## config.mk

```make
export PLATFORM = sky130hd
export DESIGN_NAME = hpt_div_step
export DESIGN_NICKNAME = d
export VERILOG_FILES = /design/src/rtl/hpt_pkg.sv /design/src/rtl/hpt_div_step.sv
export SDC_FILE = /design/constraint.sdc
export NUM_CORES = 1
export LEC_CHECK = 0
export ABC_AREA = 1
export BUFFER_PORTS_ARGS = -buffer_cell sky130_fd_sc_hd__buf_2
export CORE_MARGIN = 1.5
export CORE_UTILIZATION = 60
export DETAILED_ROUTE_END_ITERATION = 8
export GPL_TIMING_DRIVEN = 0
export MAX_ROUTING_LAYER = met4
export PLACE_DENSITY_LB_ADDON = 0.08
export SETUP_SLACK_MARGIN = 0.5
export SLEW_MARGIN = 20
export SYNTH_ARGS = -nofsm -noshare
export SYNTH_HDL_FRONTEND = slang
export SYNTH_SLANG_ARGS = --single-unit
export TNS_END_PERCENT = 10
```

## constraint.sdc

```tcl
create_clock -name vclk -period 24.4
set_input_delay 1.22 -clock vclk [all_inputs]
set_output_delay 1.22 -clock vclk [all_outputs]
set_load 0.02 [all_outputs]
```

## src/rtl/hpt_pkg.sv

```systemverilog
`timescale 1ns / 1ps
// ----------------------------------------------------------------------------
// hpt_pkg
// Shared types, constants and helpers for the homogeneous point transform.
// ----------------------------------------------------------------------------
package hpt_pkg;

  // Fixed-point format of matrix entries and coordinates
  localparam int FRAC_BITS = 16;
  localparam logic [31:0] ONE_FX = 32'(1) << FRAC_BITS;

  // Configuration register file
  localparam int CFG_REGS  = 8;
  localparam int CFG_IDX_W = 3;

  // Accumulator: three 64-bit products plus translation, never overflows
  localparam int ACC_W = 66;

  // Divider: quotient bits retired per pipeline stage
  localparam int STEP_BITS  = 4;
  localparam int DIV_STAGES = (32 + FRAC_BITS + STEP_BITS - 1) / STEP_BITS;
  localparam int NUM_W      = DIV_STAGES * STEP_BITS;

  typedef enum logic {
    CMD_POINT = 1'b0,
    CMD_DIR   = 1'b1
  } cmd_t;

  // One restoring-division lane: partial remainder, shifting dividend, quotient
  typedef struct packed {
    logic [31:0]      rem;
    logic [NUM_W-1:0] num;
    logic [NUM_W-1:0] quo;
  } lane_t;

  // Payload of one divider pipeline stage
  typedef struct packed {
    logic             div;
    logic             sat;
    logic [2:0]       neg;
    logic [31:0]      den;
    lane_t [2:0]      lane;
    logic [2:0][31:0] res;
  } dstg_t;

  // Truncate toward zero by FRAC_BITS and clamp to signed 32 bits.
  // Returns {saturated, value}.
  function automatic logic [32:0] reduce_acc(input logic signed [ACC_W-1:0] a);
    logic             neg;
    logic [ACC_W-1:0] mag;
    logic [ACC_W-1:0] q;
    logic             sat;
    logic [31:0]      val;
    neg = a[ACC_W-1];
    mag = neg ? (~a + ACC_W'(1)) : a;
    q   = mag >> FRAC_BITS;
    if (!neg) begin
      sat = q > ACC_W'(32'h7FFF_FFFF);
      val = sat ? 32'h7FFF_FFFF : q[31:0];
    end else begin
      sat = q > ACC_W'(32'h8000_0000);
      val = sat ? 32'h8000_0000 : (~q[31:0] + 32'd1);
    end
    return {sat, val};
  endfunction

endpackage

```

## src/rtl/hpt_div_step.sv

```systemverilog
`timescale 1ns / 1ps
// ----------------------------------------------------------------------------
// hpt_div_step
// Restoring division step: retires STEP_BITS quotient bits of one lane.
// ----------------------------------------------------------------------------
module hpt_div_step
  import hpt_pkg::*;
(
  input  lane_t       lane_i,
  input  logic [31:0] den_i,
  output lane_t       lane_o
);

  // Shift in one dividend bit, subtract when the divisor fits
  always_comb begin
    logic [31:0]      rem;
    logic [NUM_W-1:0] num;
    logic [NUM_W-1:0] quo;
    logic [32:0]      sh;
    rem = lane_i.rem;
    num = lane_i.num;
    quo = lane_i.quo;
    for (int b = 0; b < STEP_BITS; b++) begin
      sh  = {rem, num[NUM_W-1]};
      num = num << 1;
      if (sh >= {1'b0, den_i}) begin
        sh  = sh - {1'b0, den_i};
        quo = {quo[NUM_W-2:0], 1'b1};
      end else begin
        quo = {quo[NUM_W-2:0], 1'b0};
      end
      rem = sh[31:0];
    end
    lane_o.rem = rem;
    lane_o.num = num;
    lane_o.quo = quo;
  end

endmodule

```

==> summary.txt <==
Run status
  – Status: complete, no violations

STA
  – Fin. Hold Viols: 0
  – Final number of setup-violating endpoints: 0
  – Post-route clock period utilization: 51.3%
  – Slew margin rel.: 36.4%
  – Setup_tns: 0 ns
  – Crit path time final: 12.51 ns
  – Slew Limit Fails: 0
  – Worst Max-Slew Pin Slew: 0.945 ns
  – RSZ-0062 raised after global routing: false
  – Max Freq: 79.9 MHz

Cells and area
  – Storage cell area: 0 sq um
  – Area grow syn2layout: 12.5%
  – Fill count: 1540
  – # clk buffers: 0
  – Nets: 2304
  – Seq_cells: 0
  – Layout cells sized above 1: 19.0%
  – Most common cell after layout, fill and taps aside: nand2_1
  – Core Util, Final: 69.8%
  – Commonest cells after routing, fill and taps aside: nand2_1, inv_1, buf_2
  – Multi-input logic area: 0.00824 sq mm
  – # diodes: 0

Power
  – Pleak: 0.00656 uW
  – Pwr/cell area: 173 mW/mm^2
  – VDD IR max: 202 uV

Worst setup path
  – CP Launch Type: input pin
  – Most used cell, CP: nand2_1
  – Crit path DAT: 11.29 ns
  – Worst path required time: 23.18 ns
  – Critical path type: in2out
  – Worst-path maximum fanout: 10
  – Worst setup EP type: primary output
  – Max stage delay on crit path: 0.77 ns
  – Worst path slowest cell: o21ai_0

Route
  – Antenna viol nets, final: 0
  – DR vias/cell: 5.63
  – Via count: 12500
  – Post-detailed-routing wire length: 35400 um
  – Number of DRC markers in iteration 0: 1353
  – Drt wl/cell: 15.9 um
  – Drt pass-1 iters: 6
  – Remaining DRCs: 0

Die
  – Initial core utilization: 62.1%
  – Rows: 46
  – I/O pin total: 288
  – Die Ht: 132 um
  – Core box area: 0.0161 sq mm
  – Die X: 132 um
  – Die area: 0.0174 sq mm

Placed design
  – Final HPWL DP: 31000 um
  – Number of port buffers: 192
  – Final Wtd Congestion: 1.00

Synth
  – YS warnings: 0
  – Syn Inst Count: 1815
  – Sequential-to-total area share from yosys stat: 0%
  – Post-synthesis instance area: 0.00997 sq mm
  – Yosys cell types: 47
  – Syn_area_per_cell: 5.49 sq um

CTS
  – Post-cts hold buffer count: 0
  – Resize count post-CTS: 0
  – Postcts setup bufs: 0

Global routing
  – Largest net degree at the start of global routing: 11
  – All-Layer GR Usage: 39.4%
  – Initial antenna violation count: 0
  – First-pass GRT wire length: 54700 um
  – GR Overflow Total: 0
  – Vias in the first global route: 11200

Job
  – Max-cap violations: 0

Worst hold path
  – Tightest Hold Check Type: in2out
-- kinds of logic (layout without fill, tap and decap cells) --
group,count (synthesis),count (layout),synth area share (%)
AOI/OAI and AO/OA,308,308,17.9
and+or+nand+nor,922,922,38.7
xor gates and xnor gates,103,103,9.05
buffers and inverters,349,541,17.4
adders and majority gates,132,132,16.9
other,1,4,0.0376
-- cell type report --
| type | instances | share of cell area [%] |
|---|---|---|
| plain buffers | 117 | 7.70 |
| well taps | 216 | 2.41 |
| inverters | 232 | 7.79 |
| multi-input cells | 1469 | 73.5 |
| repair buffers | 192 | 8.57 |
-- metrics by stage --
step | instances | hold WS [ns] | cell area [sq um] | total power [uW] | setup slack (ns)
6_report | 2226 | 2.66 | 11200 | 1930 | 11.89
4_1_cts | 2226 | 2.66 | 11200 | 1890 | 12.39
2_1_floorplan | 1818 | 2.55 | 9980 | 1410 | 14.90
3_5_place_dp | 2226 | 2.66 | 11200 | 1890 | 12.43
3_3_place_gp | 2226 | 2.66 | 11200 | 1850 | 12.61
5_1_grt | 2226 | 2.66 | 11200 | 2110 | 11.45
-- critical path, delay by kind of cell --
| kind | cells | cell delay [ns] |
|---|---|---|
| buffers and inverters | 13 | 2.18 |
| AOI/OAI and AO/OA | 12 | 2.91 |
| adders and majority gates | 4 | 1.32 |
| and+or+nand+nor | 32 | 3.62 |
-- cells in the mapped netlist (all sizes together), types with 2 or more instances --
| library cell | count | area [sq um] |
|---|---|---|
| o21a | 10 | 75.1 |
| nand2 | 641 | 2440 |
| nand3b | 11 | 82.6 |
| a221oi | 3 | 26.3 |
| inv | 232 | 873 |
| a21oi | 135 | 687 |
| o211ai | 5 | 37.5 |
| o21ai | 112 | 632 |
| o221a | 2 | 22.5 |
| nor3 | 18 | 90.1 |
| nor2 | 126 | 512 |
| fa | 4 | 80.1 |
| nand4 | 14 | 87.6 |
| o21bai | 12 | 90.1 |
| nor4 | 11 | 75.1 |
| xor2 | 60 | 526 |
| ha | 128 | 1600 |
| nand3 | 91 | 510 |
| a21o | 16 | 120 |
| buf | 117 | 863 |
| or2 | 8 | 50.1 |
| xnor2 | 43 | 377 |
| a31oi | 7 | 43.8 |
-- worst paths after layout --
kind / from / to / slack [ns] / cells after the start
setup / recovery: den_i[22] / lane_o[113] / 11.89 / 61
hold / removal: lane_i[77] / lane_o[81] / 2.66 / 2
-- power breakdown --
group	switching, uW	internal [uW]	leakage [uW]	total (uW)
clock	0	0	0	0
combinational	1260	671	0.00656	1930
sequential	0	0	0	0
total	1260	671	0.00656	1930
-- layer usage --
layer | GRT usage, % | wire length, um | share of wire [%]
met5 | - | 0 | 0
met4 | 10.1 | 907 | 2.6
met3 | 4.88 | 3900 | 11
met2 | 62.7 | 15500 | 44
met1 | 52.6 | 15100 | 43
(Power assumes the default switching activity.)
